<file path="config.mk">
export PLATFORM = sky130hd
export DESIGN_NAME = bdp_front
export DESIGN_NICKNAME = d
export VERILOG_FILES = /design/src/rtl/bdp_pkg.sv /design/src/rtl/bdp_front.sv
export SDC_FILE = /design/constraint.sdc
export NUM_CORES = 1
export LEC_CHECK = 0
export BUFFER_PORTS_ARGS = -buffer_cell sky130_fd_sc_hd__buf_4
export CORE_UTILIZATION = 30
export DETAILED_ROUTE_END_ITERATION = 6
export PLACE_DENSITY_LB_ADDON = 0.08
export SYNTH_ARGS = -nofsm -noshare
export SYNTH_HDL_FRONTEND = slang
export SYNTH_SLANG_ARGS = --single-unit
</file>
<file path="constraint.sdc">
create_clock -name clk -period 15.2 [get_ports clk]
set_input_delay 0.76 -clock clk [delete_from_list [all_inputs] [get_ports clk]]
set_output_delay 0.76 -clock clk [all_outputs]
set_load 0.02 [all_outputs]
</file>
<file path="src/rtl/bdp_pkg.sv">
package bdp_pkg;

	localparam int LANES  = 16;
	localparam int LANE_W = 4;

	localparam logic [14:0] SUBNORM_LIMIT = 15'h0080;
	localparam logic [14:0] FINITE_LIMIT  = 15'h7F7F;
	localparam logic [9:0]  OVF_BOUND     = 10'd380;
	localparam logic [30:0] RANGE_LIMIT   = 31'h0F80_0000;
	localparam logic [31:0] QNAN          = 32'h7FC0_0000;
	localparam logic [31:0] RNE_BIAS      = 32'h0000_7FFF;

	typedef enum logic [1:0] {
		CAUSE_NONE     = 2'd0,
		CAUSE_UNSAFE   = 2'd1,
		CAUSE_OVERFLOW = 2'd2,
		CAUSE_RANGE    = 2'd3
	} cause_t;

	typedef struct packed {
		logic [15:0] x_even;
		logic [15:0] x_odd;
		logic [15:0] w_even;
		logic [15:0] w_odd;
		logic [1:0]  real_count;
		logic        last_pair;
	} item_t;

	typedef struct packed {
		logic [15:0] result_code;
		logic        native_ok;
		logic [1:0]  fallback_cause;
	} result_t;

	// Screen outcome known by the front once the last pair is taken.
	typedef struct packed {
		logic unsafe;
		logic ovf;
	} flags_t;

	// Per-pair control carried down the lane pipeline.
	typedef struct packed {
		logic [LANE_W-1:0] lane;
		logic              wrapped;
		logic              last;
		flags_t            flags;
	} meta_t;

	// Classified pair as queued between front and back.
	typedef struct packed {
		logic [15:0] xe;
		logic [15:0] xo;
		logic [15:0] we;
		logic [15:0] wo;
		meta_t       meta;
	} entry_t;

	// Result of the alignment half of the FP32 adder.
	typedef struct packed {
		logic        special;
		logic [31:0] spec_val;
		logic        sign;
		logic        zsign;
		logic [9:0]  exp;
		logic [27:0] mant;
	} align_t;

	// Subnormal values become zero of the same sign.
	function automatic logic [31:0] flush32(input logic [31:0] v);
		logic [31:0] r;
		r = v;
		if (v[30:23] == 8'h00) begin
			r = {v[31], 31'b0};
		end
		return r;
	endfunction

	// Exact product of two BF16 codes as FP32, subnormal inputs taken as zero.
	function automatic logic [31:0] bf16_mul(input logic [15:0] a, input logic [15:0] b);
		logic               s;
		logic               a_zero, b_zero, a_inf, b_inf, a_nan, b_nan;
		logic [15:0]        p;
		logic signed [10:0] e;
		logic [22:0]        frac;
		logic [31:0]        r;
		s      = a[15] ^ b[15];
		a_zero = (a[14:7] == 8'h00);
		b_zero = (b[14:7] == 8'h00);
		a_inf  = (a[14:7] == 8'hFF) && (a[6:0] == 7'h00);
		b_inf  = (b[14:7] == 8'hFF) && (b[6:0] == 7'h00);
		a_nan  = (a[14:7] == 8'hFF) && (a[6:0] != 7'h00);
		b_nan  = (b[14:7] == 8'hFF) && (b[6:0] != 7'h00);
		p      = {1'b1, a[6:0]} * {1'b1, b[6:0]};
		e      = $signed({3'b000, a[14:7]}) + $signed({3'b000, b[14:7]}) - 11'sd127;
		frac   = {p[13:0], 9'b0};
		if (p[15]) begin
			e    = e + 11'sd1;
			frac = {p[14:0], 8'b0};
		end
		if (a_nan || b_nan || (a_inf && b_zero) || (b_inf && a_zero)) begin
			r = QNAN;
		end else if (a_inf || b_inf) begin
			r = {s, 8'hFF, 23'b0};
		end else if (a_zero || b_zero) begin
			r = {s, 31'b0};
		end else if (e >= 11'sd255) begin
			r = {s, 8'hFF, 23'b0};
		end else if (e <= 11'sd0) begin
			r = {s, 31'b0};
		end else begin
			r = {s, e[7:0], frac};
		end
		return r;
	endfunction

	// First half of an FP32 add: order operands, align and add the mantissas.
	function automatic align_t fadd_align(input logic [31:0] a, input logic [31:0] b);
		logic [31:0] big, sml;
		logic [7:0]  eb, es, d;
		logic [26:0] mbig, msml, shifted;
		logic        sticky, a_nan, b_nan, a_inf, b_inf;
		align_t      r;
		r     = '0;
		a_nan = (a[30:23] == 8'hFF) && (a[22:0] != 23'h0);
		b_nan = (b[30:23] == 8'hFF) && (b[22:0] != 23'h0);
		a_inf = (a[30:23] == 8'hFF) && (a[22:0] == 23'h0);
		b_inf = (b[30:23] == 8'hFF) && (b[22:0] == 23'h0);
		if (a[30:0] >= b[30:0]) begin
			big = a;
			sml = b;
		end else begin
			big = b;
			sml = a;
		end
		eb   = (big[30:23] == 8'h00) ? 8'd1 : big[30:23];
		es   = (sml[30:23] == 8'h00) ? 8'd1 : sml[30:23];
		d    = eb - es;
		mbig = {(big[30:23] != 8'h00), big[22:0], 3'b000};
		msml = {(sml[30:23] != 8'h00), sml[22:0], 3'b000};
		if (d >= 8'd27) begin
			shifted = '0;
			sticky  = (msml != 27'h0);
		end else begin
			shifted = msml >> d;
			sticky  = ((msml & ((27'd1 << d) - 27'd1)) != 27'h0);
		end
		shifted = shifted | {26'b0, sticky};
		if (big[31] == sml[31]) begin
			r.mant  = {1'b0, mbig} + {1'b0, shifted};
			r.zsign = big[31];
		end else begin
			r.mant  = {1'b0, mbig} - {1'b0, shifted};
			r.zsign = 1'b0;
		end
		r.sign = big[31];
		r.exp  = {2'b00, eb};
		if (a_nan || b_nan || (a_inf && b_inf && (a[31] != b[31]))) begin
			r.special  = 1'b1;
			r.spec_val = QNAN;
		end else if (a_inf) begin
			r.special  = 1'b1;
			r.spec_val = a;
		end else if (b_inf) begin
			r.special  = 1'b1;
			r.spec_val = b;
		end
		return r;
	endfunction

	// Second half of an FP32 add: normalise, round to nearest even and pack.
	function automatic logic [31:0] fadd_norm(input align_t x);
		logic [9:0]  e;
		logic [4:0]  lz, sh;
		logic [26:0] n;
		logic [7:0]  ef;
		logic [30:0] mag;
		logic        up;
		logic [31:0] r;
		lz = 5'd0;
		for (int i = 0; i < 27; i++) begin
			if (x.mant[i]) begin
				lz = 5'(26 - i);
			end
		end
		if (x.mant[27]) begin
			n = x.mant[27:1] | {26'b0, x.mant[0]};
			e = x.exp + 10'd1;
		end else begin
			if ((x.exp - 10'd1) < {5'b0, lz}) begin
				sh = 5'(x.exp - 10'd1);
			end else begin
				sh = lz;
			end
			n = x.mant[26:0] << sh;
			e = x.exp - {5'b0, sh};
		end
		ef  = n[26] ? e[7:0] : 8'h00;
		up  = n[2] & (n[1] | n[0] | n[3]);
		mag = {ef, n[25:3]} + {30'b0, up};
		if (x.special) begin
			r = x.spec_val;
		end else if (x.mant == 28'h0) begin
			r = {x.zsign, 31'b0};
		end else if (e >= 10'd255) begin
			r = {x.sign, 8'hFF, 23'b0};
		end else begin
			r = {x.sign, mag};
		end
		return r;
	endfunction

endpackage

</file>
<file path="src/rtl/bdp_front.sv">
module bdp_front #(
	parameter int MAX_FEATURES = 65536
) (
	input  logic            clk,
	input  logic            arst_n,
	input  bdp_pkg::item_t  item,
	input  logic            push,
	input  logic            q_full,
	output logic            q_push,
	output bdp_pkg::entry_t q_entry
);
	import bdp_pkg::*;

	localparam int FT_W = $clog2(2 * MAX_FEATURES);
	localparam int BW_W = $clog2(FT_W + 1);
	localparam logic [FT_W-1:0] LIMIT = FT_W'(2 * MAX_FEATURES - 1);

	logic [LANE_W-1:0] pos_q;
	logic              wrapped_q;
	logic [FT_W-1:0]   total_q, total_d;
	logic [14:0]       lx_q, lw_q, lx_d, lw_d;
	logic              unsafe_q, unsafe_d;
	logic [1:0]        rc;
	logic [15:0]       xe, xo, we, wo;
	logic [FT_W:0]     total_sum;
	logic [BW_W-1:0]   bw;
	logic              accept;

	function automatic logic bad_code(input logic [15:0] c);
		return (c[14:0] != 15'h0) && ((c[14:0] < SUBNORM_LIMIT) || (c[14:0] > FINITE_LIMIT));
	endfunction

	function automatic logic [14:0] max15(input logic [14:0] a, input logic [14:0] b);
		return (a > b) ? a : b;
	endfunction

	assign accept = push && !q_full;
	assign q_push = accept;

	// Classify the pair: clear absent features and update the running screens.
	always_comb begin
		rc        = (item.real_count == 2'd3) ? 2'd2 : item.real_count;
		xe        = (rc != 2'd0) ? item.x_even : 16'h0;
		we        = (rc != 2'd0) ? item.w_even : 16'h0;
		xo        = (rc == 2'd2) ? item.x_odd : 16'h0;
		wo        = (rc == 2'd2) ? item.w_odd : 16'h0;
		lx_d      = max15(lx_q, max15(xe[14:0], xo[14:0]));
		lw_d      = max15(lw_q, max15(we[14:0], wo[14:0]));
		unsafe_d  = unsafe_q || bad_code(xe) || bad_code(xo) || bad_code(we) || bad_code(wo);
		total_sum = {1'b0, total_q} + (FT_W + 1)'(rc);
		total_d   = (total_sum > {1'b0, LIMIT}) ? LIMIT : total_sum[FT_W-1:0];
		bw        = '0;
		for (int i = 0; i < FT_W; i++) begin
			if (total_d[i]) begin
				bw = BW_W'(i + 1);
			end
		end
		q_entry.xe                 = xe;
		q_entry.xo                 = xo;
		q_entry.we                 = we;
		q_entry.wo                 = wo;
		q_entry.meta.lane          = pos_q;
		q_entry.meta.wrapped       = wrapped_q;
		q_entry.meta.last          = item.last_pair;
		q_entry.meta.flags.unsafe  = unsafe_d;
		q_entry.meta.flags.ovf     = ({2'b00, lx_d[14:7]} + {2'b00, lw_d[14:7]} + 10'(bw))
			>= OVF_BOUND;
	end

	// Running state of the current dot product, cleared after its last pair.
	always_ff @(posedge clk or negedge arst_n) begin
		if (!arst_n) begin
			pos_q     <= '0;
			wrapped_q <= 1'b0;
			total_q   <= '0;
			lx_q      <= '0;
			lw_q      <= '0;
			unsafe_q  <= 1'b0;
		end else if (accept) begin
			if (item.last_pair) begin
				pos_q     <= '0;
				wrapped_q <= 1'b0;
				total_q   <= '0;
				lx_q      <= '0;
				lw_q      <= '0;
				unsafe_q  <= 1'b0;
			end else begin
				pos_q     <= pos_q + 1'b1;
				wrapped_q <= wrapped_q || (pos_q == LANE_W'(LANES - 1));
				total_q   <= total_d;
				lx_q      <= lx_d;
				lw_q      <= lw_d;
				unsafe_q  <= unsafe_d;
			end
		end
	end
endmodule

</file>
==> After elaboration in Yosys (flattened, before gate mapping) <==
Cells that the tools add are included.
{ "totals": {"ff_bits": 53, "in_bits": 71} }
{ "classes": {"n_mux": 33, "eq_ne": 5, "add_sub_neg": 4, "n_lt_le_gt_ge": 14, "reduce_logical": 22} }
{ "op_table": {"columns": ["op", "n"], "rows": [
  ["$mux W15", 6],
  ["$mux W5", 15],
  ["$mux W16", 4],
  ["$gt A15 B15 Y1", 4],
  ["$gt A15 B15 Y1 const B", 4],
  ["$lt A15 B8 Y1 const B", 4],
  ["$reduce_bool A15 Y1", 4],
  ["$mux W17", 2],
  ["$add A17 B2 Y18", 1],
  ["$gt A18 B17 Y1 const B", 1],
  ["$add A9 B5 Y10", 1],
  ["$ge A10 B9 Y1 const B", 1],
  ["$add A8 B8 Y9", 1],
  ["$logic_or A1 B1 Y1", 9],
  ["$logic_and A1 B1 Y1", 5],
  ["$add A4 B1 Y4 const B", 1],
  ["$eq A2 B2 Y1 const B", 2],
  ["$eq A4 B4 Y1 const B", 1],
  ["$mux W2", 2],
  ["$mux W4", 1],
  ["$ne A2 B2 Y1 const B", 2],
  ["$reduce_and A2 Y1", 2],
  ["$mux W1", 3],
  ["$reduce_bool A2 Y1", 1],
  ["$logic_not A1 Y1", 1]
]} }

==> Longest topological paths before layout <==
Gate-level depths: netlist of the first run.
{ "logic_depth": {"ltp_word": 24, "ltp_mapped": 34, "ltp_nobuf": 29} }

==> Worst setup path before layout of the first run <==
No wires, ideal clock.
{ "synth_path": {"path_kind": "input to output", "startpoint": "input port item[2] (netlist bit)", "endpoint": "output port q_entry[0] (netlist bit)", "t_required_ns": 14.440, "setup_slack_ns": 6.618, "cell_stages": 33, "t_arrival_ns": 7.822, "cell_sequence": "or2_2 -> clkbuf_1 -> clkbuf_1 -> clkbuf_1 -> nand2_1 -> inv_1 -> ha_1 -> a21o_1 -> a21o_1 -> a21oi_1 -> nor2_1 -> o31ai_2 -> buf_2 -> mux2_2 -> inv_1 -> ha_1 -> nand3_1 -> nor2_1 -> and4_1 -> a221o_1 -> o21ai_0 -> buf_2 -> mux2_2 -> fa_1 -> ha_1 -> fa_1 -> a21o_1 -> a21oi_1 -> nor2_1 -> a211oi_1 -> nand2_1 -> maj3_1 -> o211a_1"} }
{ "synth_lines": {"columns": ["item", "line_no", "source"], "rows": [
  ["from (decl)", "bdp_front.sv:6", "input bdp_pkg::item_t item,"],
  ["to (decl)", "bdp_front.sv:10", "output bdp_pkg::entry_t q_entry"]
]} }

==> results of run 1 <==
==> power by group through the flow <==
stage	combinational (mW)	sequential [mW]	clock [mW]
6_report	0.352	0.177	0.125
5_1_grt	0.397	0.181	0.135
4_1_cts	0.355	0.177	0.133
3_5_place_dp	0.351	0.180	0
3_3_place_gp	0.347	0.179	0
2_1_floorplan	0.248	0.177	0
==> metal layers <==
metal	share of wire, %	GRT usage [%]	routed length, um	vias up
li1	-	-	-	2873
met1	49	26.1	9050	2776
met2	44	30.1	8230	149
met3	6.0	2.73	1110	11
met4	0.88	4.24	163	0
met5	0	0	0	-
==> worst max-delay path: cells and delay by family <==
family          cells  cell delay, ps
compound gates     10            2400
simple gates        6            1540
buf+inv             5             960
mux                 2             760
fa+ha+maj           6            2010
==> layout make-up <==
class | count | area share [%]
clock buffer | 5 | 1.71
sequential | 53 | 18.1
clock inverter | 3 | 0.393
inverter | 88 | 4.51
tap | 260 | 4.44
timing repair buffer | 148 | 15.2
multi-input combinational | 553 | 55.7
==> flip-flops by register name, summed over array words and instances, names as in the netlist <==
register   count
pos_q          4
total_q       17
lw_q          15
unsafe_q       1
wrapped_q      1
lx_q          15
==> placed cells by master (no fill, tap or decap), types with 5 or more instances in the layout <==
master / netlist / layout
clkbuf_16: 0 / 5
nor2_1: 27 / 27
nor2b_1: 8 / 8
o2bb2ai_1: 6 / 6
nand2b_1: 5 / 5
nand4_1: 21 / 21
buf_4: 4 / 148
a21oi_1: 49 / 49
dfrtp_1: 53 / 53
o21a_1: 6 / 6
mux2_2: 24 / 24
and2_1: 15 / 15
nor3_1: 20 / 20
a22o_1: 27 / 27
nor4_1: 15 / 15
a21o_1: 10 / 10
inv_1: 87 / 87
mux2i_1: 25 / 25
o211ai_1: 5 / 5
a31oi_1: 8 / 8
nand2_1: 90 / 90
o21ai_0: 24 / 24
fa_1: 7 / 7
xor2_1: 5 / 5
a211oi_1: 5 / 5
nand3_1: 17 / 17
ha_1: 73 / 73
==> cell usage after synthesis (3+ instances only) <==
library cell,n,area [um2]
a211oi_1,5,37.5
nor2_1,27,101
o22a_1,4,35.0
clkbuf_1,24,90.1
o21ai_0,24,120
nand2b_1,5,31.3
a31oi_1,8,50.1
a21oi_1,49,245
fa_1,7,140
mux2_2,24,270
xnor2_1,4,35.0
nor4_1,15,93.8
mux2i_1,25,250
nand3b_1,3,22.5
a41oi_1,4,35.0
and3_1,3,18.8
inv_1,87,327
a31o_2,3,26.3
nand4_1,21,131
nand2_1,90,338
buf_4,4,30.0
dfrtp_1,53,1330
buf_2,6,30.0
xor2_1,5,43.8
ha_1,73,913
and2_1,15,93.8
nor2b_1,8,50.1
o21ai_1,3,15.0
o21a_1,6,45.0
o211ai_1,5,37.5
nor3_1,20,100
nand3_1,17,85.1
o2bb2ai_1,6,52.6
a22o_1,27,236
a21o_1,10,75.1
or3_1,4,25.0
and4_1,3,26.3
==> cells by family after synthesis <==
group	synth area share [%]
mux	8.81
simple gates	20.2
compound gates	20.7
flops	22.4
fa+ha+maj	18.0
buf+inv	8.57
xor+xnor	1.33
==> how the worst min path moves through the flow <==
| stage | slack (ps) | end |
|---|---|---|
| after floorplan | 460 | lw_q[0] |
| after CTS | 500 | total_q[0] |
| after global placement | 480 | total_q[0] |
| final | 490 | total_q[0] |
| after global routing | 530 | lx_q[6] |
| after detailed placement | 480 | total_q[0] |
==> per-stage QoR <==
step	hold WS (ps)	cells	setup WS (ps)	cell area, um2	total power [mW]
after floorplan	455	731	6620	5910	0.424
after global placement	479	1102	6210	7170	0.526
after detailed placement	478	1102	6040	7170	0.530
after CTS	497	1110	5990	7320	0.665
after global routing	529	1110	5340	7320	0.713
final	492	1110	5970	7320	0.655
==> impl_results.md, run 1 <==
- Post-synthesis register bit count: 53
- VDD IR-drop max: 0.0424 mV
- First-pass GRT wire length: 29900 um
- Final Util: between 30% and 40%
- Die ar.: 20300 um2
- Drt first pass iters: 4
- CTS Buf Count: 5
- Syn Inst Count: 731
- CP max FO: 38
- Switching power: 0.273 mW
- Synthesis-to-layout area growth: 23.9%
- Syn nets: between 800 and 900
- PD cells: 89.4 nW/um2
- Clk network pwr share: 19.2%
- Hold Path Depth: 2
- GRT overflow: 0
- Final ANT Viol Nets: 0
- Reg2Reg Depth: 9
- Asr flop ratio synth: 100%
- Outcome: finished clean
- R2r endpoint: lx_q[11]
- Seq pwr share: 27.1%
- Number of global-route vias before repair: 5721
- 1st-iter DRT viols: 314
- Min-delay src: total_q[0]
- Port-buffer cells: 143
- MaxCap Viol Count: 0
- Setup crit end: q_entry[0]
- CTS Buffer Depth: 2
- CTS H-tree depth: 2
- Post-route setup TNS: 0 ps
- Yosys warnings: 0
- Final WL: 18600 um
- Ys flop type: dfrtp_1
- Height of the die: approximately 140 um
- Endpoint type of the worst setup path: output pin
- Multi-input logic area: 4080 um2
- Post-DR wirelength/cell: 16.7 um
- CTS Hold Bufs: 0
- Fill count: ~2000
- HP Class: reg2reg
- WP data arrival: roughly 8500 ps
- Register area share after synthesis: 22.4%
- CP peak stage delay: a little under 600 ps
- Count of boundary I/O pins: 144
- CP Launch Type: input port
- FF/Latch Area: ~1300 um2
- Mean Syn Cell Area: 8.09 um2
- Pint: around 0.38 mW
- Clock Sinks: 53
- Vias after detailed routing: 5809
- CTS root buffer: clkbuf_16
- Slowest stage cell on the critical path: or2_2
- Sw frac: 41.7%
- Reg-to-reg startpoint: lx_q[13]
- Clock-pin slew on the worst setup and hold paths: 80 ps
- Tmin final: 9230 ps
- Pin count of the biggest net entering global routing: 54
- RSZ-0062 raised after global routing: false
- Routability congestion estimate: 0.871
- Library cells used by synthesis: 66
- Fin Clk Skew: 10.3 ps
- Post-CTS setup buffers: 0
- Kind of critical path: in2out
- Width of the die: ~140 um
- DRC Markers: 0
- Post-Syn Area: between 5000 and 6000 um2
- Rows: 50
- Via/cell ratio: 5.23
- GRT Util Overall: 18.7%
- PostCTS Resize Cnt: 0
- Leakage power: 3.83 nW
- Final setup viols: 0
- Clock latency on the worst-skew pair: 310 ps
- Reg2reg setup slack: between 10000 and 15000 ps
- Diodes inserted: 0
- Crit path launch: item[2]
- Fmax: 108 MHz
- Relative slew slack: 17.1%
- HPWL Detailed: 15000 um
- Fin nets: 1000
- Req. time, crit path: 14440 ps
- Initial antenna violation count: 0
- TritonCTS clock tree: done
- Final worst-path cycle share: 60.7%
- Post-synth EDFFs: 0
- Final Hold Vio Count: 0
- Initial Util: 31.1%
- Combinational power share: 53.7%
- Share of layout cells above drive strength 1: 22.6%
- Worst-Margin Slew: 1240 ps
- Core area: about 19000 um2
- Max-slew violation count: 0
Power figures use the tool's default switching activity.
==> run 2, diff against run 1 <==
==> constraint.sdc (replaced) <==
create_clock -name clk -period 7.5 [get_ports clk]
set_input_delay 0.375 -clock clk [delete_from_list [all_inputs] [get_ports clk]]
set_output_delay 0.375 -clock clk [all_outputs]
set_load 0.02 [all_outputs]
==> run 2 against run 1 <==
  * Largest cell class unchanged
  * Count of clock-buffer cells in the layout did not move
  * Design area rose by 15%
  * Setup slack got worse by 5700 ps
  * Non-clock buffer count rose by 62
  * Combinational power rose to 2.5 times the previous value
  * Utilization rose by 5.9 points
  * Final cell count rose by 5.6%
  * Register-to-register slack got worse by 7700 ps
  * Critical path depth rose by 4
  * Wire length rose by 6.9%
  * Total power rose by 130%
  * Hold slack got worse by 370 ps
==> impl_results.md, run 2 (synthesized netlist as in run 1, its figures left out) <==
- Outcome: finished clean
- Cell depth of the worst setup path: 33 (+14%)
- Worst-Margin Slew: 1110 ps (-127 ps)
- Clk network pwr share: 16.5% (-2.7 points)
- HPWL Detailed: 15400 um (+3.0%)
- Reg2reg setup slack: 4560 ps (-7740 ps)
- Final setup viols: 0 (unchanged)
- Core area: 19000 um2 (unchanged)
- DRC Markers: 0 (unchanged)
- Max-slew violation count: 0 (unchanged)
- Drt first pass iters: 5 (+1)
- Fin Clk Skew: 8.27 ps (-2.04 ps)
- CP dominant cell by count: buf_6
- PD cells: 177 nW/um2 (+98%)
- Setup WS pre-CTS: -369 ps (-6410 ps)
- Synthesis-to-layout area growth: 43.0%
- Final instance area: 8450 um2 (+15%)
- Switching power: 0.611 mW (+120%)
- Port-buffer cells: 143 (unchanged)
- CTS root buffer: clkbuf_16
- Via/cell ratio: 5.19 (-0.79%)
- CTS Buffer Depth: 2 (unchanged)
- TritonCTS clock tree: done
- Post-DR wirelength/cell: 16.9 um (+1.3%)
- Biggest register: total_q
- GRT Util Overall: 18.6% (-0.099 points)
- Sw frac: 40.9% (-0.83 points)
- 1st-iter DRT viols: 271 (-14%)
- Layout Cells excl Fill: 1172 (+5.6%)
- Pint: 0.882 mW (+130%)
- Height of the die: 142 um (unchanged)
- Max reg flops: 17 (unchanged)
- Rows: 50 (unchanged)
- Dpl cells: 1149 (+4.3%)
- Req. time, crit path: 7120 ps (-7320 ps)
- Vias after detailed routing: 6085 (+4.8%)
- Width of the die: 142 um (unchanged)
- R2r endpoint: lx_q[9]
- Tmin final: 7240 ps
- CTS Buf Count: 5 (unchanged)
- Largest regs: total_q x17, lw_q x15, lx_q x15
- Commonest non-fill, non-tap cells in the layout: buf_4, nand2_1, inv_1
- Leakage power: 4.20 nW (+9.7%)
- CTS Hold Bufs: 0 (unchanged)
- Final WL: 19800 um (+6.9%)
- Slowest stage cell on the critical path: fa_1
- Fin worst setup slack: 262 ps (-5710 ps)
- Clock-pin slew on the worst setup and hold paths: 80 ps (about the same)
- Reg-to-reg startpoint: lx_q[13]
- Kind of critical path: in2out
- CTS H-tree depth: 2 (unchanged)
- Routability congestion estimate: 0.876 (+0.63%)
- Initial Util: 31.1% (unchanged)
- Clock latency on the worst-skew pair: 300 ps (about the same)
- MaxCap Viol Count: 0 (unchanged)
- First-pass GRT wire length: 30100 um (+0.44%)
- Placed cell area: 7570 um2 (+5.6%)
- CP peak stage delay: 510 ps (-70 ps)
- Die ar.: 20300 um2 (unchanged)
- Reg2Reg Depth: 10 (+1)
- Relative slew slack: 25.6% (+8.5 points)
- Most common cell after layout, fill and taps aside: buf_4
- Final Hold Vio Count: 0 (unchanged)
- Share of layout cells above drive strength 1: 35.1% (+12 points)
- Pin count of the biggest net entering global routing: 54 (unchanged)
- CP max FO: 10 (-74%)
- Initial antenna violation count: 0 (unchanged)
- CP top delay family: adder cells
- Fmax: 138 MHz
- Diodes inserted: 0 (unchanged)
- HP Class: in2async
- Buf/Inv on CP: 8 (+3)
- Total power: 1.49 mW (+130%)
- Final ANT Viol Nets: 0 (unchanged)
- CP Launch Type: input port
- Endpoint type of the worst setup path: output pin
- Count of boundary I/O pins: 144 (unchanged)
- Fin nets: 1062 (+6.2%)
- Clock Sinks: 53 (unchanged)
- WP data arrival: 6860 ps (-1610 ps)
- Seq pwr share: 24.2% (-2.9 points)
- GRT overflow: 0 (unchanged)
- Number of global-route vias before repair: 5787 (+1.2%)
- Combinational power share: 59.3% (+5.6 points)
- Final worst-path cycle share: 96.5%
- VDD IR-drop max: 0.0923 mV (+120%)
==> run 2: cell types whose count changed in the layout (fill, tap and decap cells not counted), sizes merged <==
cell | previous run | this run
buf | 148 | 208
clkbuf | 5 | 7
clkinv | 2 | 3
inv | 89 | 88
==> run 2: layer usage <==
layer	GRT usage [%]	vias up	share of wire [%]
met1	26.7	2878	48
met5	0	-	0
met2	29.8	184	45
met4	3.34	0	1.4
met3	2.22	14	5.8
li1	-	3009	-
==> run 2: power by group through the flow <==
stage | Combinational (mW) | Sequential (mW) | Clock [mW]
detailed placement | 0.756 | 0.365 | 0
finish | 0.886 | 0.361 | 0.246
global placement | 0.750 | 0.363 | 0
floorplan | 0.510 | 0.358 | 0
CTS | 0.803 | 0.360 | 0.252
global route | 0.975 | 0.367 | 0.262
==> run 2: area by class of cell <==
cell class                 count  area [um2]
tap                          260         325
inverter                      88         343
sequential                    53        1330
timing repair buffer         210        1680
clock buffer                   5         125
multi-input combinational    553        4620
fill                        1907       10600
clock inverter                 3        26.3
==> run 2: worst reg2reg max path, stage by stage, from the launching register on <==
cell     delay (ps)
dfrtp_1         420
ha_1            310
nand4_1          90
nor2_1          150
and4_1          230
a221o_1         150
o21ai_1          70
buf_4           140
buf_4           170
o21ai_1         860
a22o_1          290
==> run 2: worst max-delay path by stage <==
stage | from | endpoint | slack [ps]
2_1_floorplan | item[2] | q_entry[0] | 20
5_1_grt | item[1] | q_entry[0] | -30
3_5_place_dp | item[2] | q_entry[0] | -370
3_3_place_gp | item[2] | q_entry[0] | -380
4_1_cts | item[2] | q_entry[0] | 20
6_report | item[1] | q_entry[0] | 260
==> run 2: repair_timing <==
action                     in CTS  in global routing
setup endpoints to repair       1                  1
pin swaps                      10                 32
gates cloned                    0                  2
buffers inserted                8                  5
resized for setup              25                 87
==> run 2: per-stage QoR <==
stage          util (%)  TNS (ps)  hold slack [ps]
2_1_floorplan         -         0             79.4
3_3_place_gp       39.8      -383              479
3_5_place_dp       39.8      -369              481
4_1_cts            41.6         0              163
5_1_grt            44.4     -25.6              174
6_report           44.4         0              124
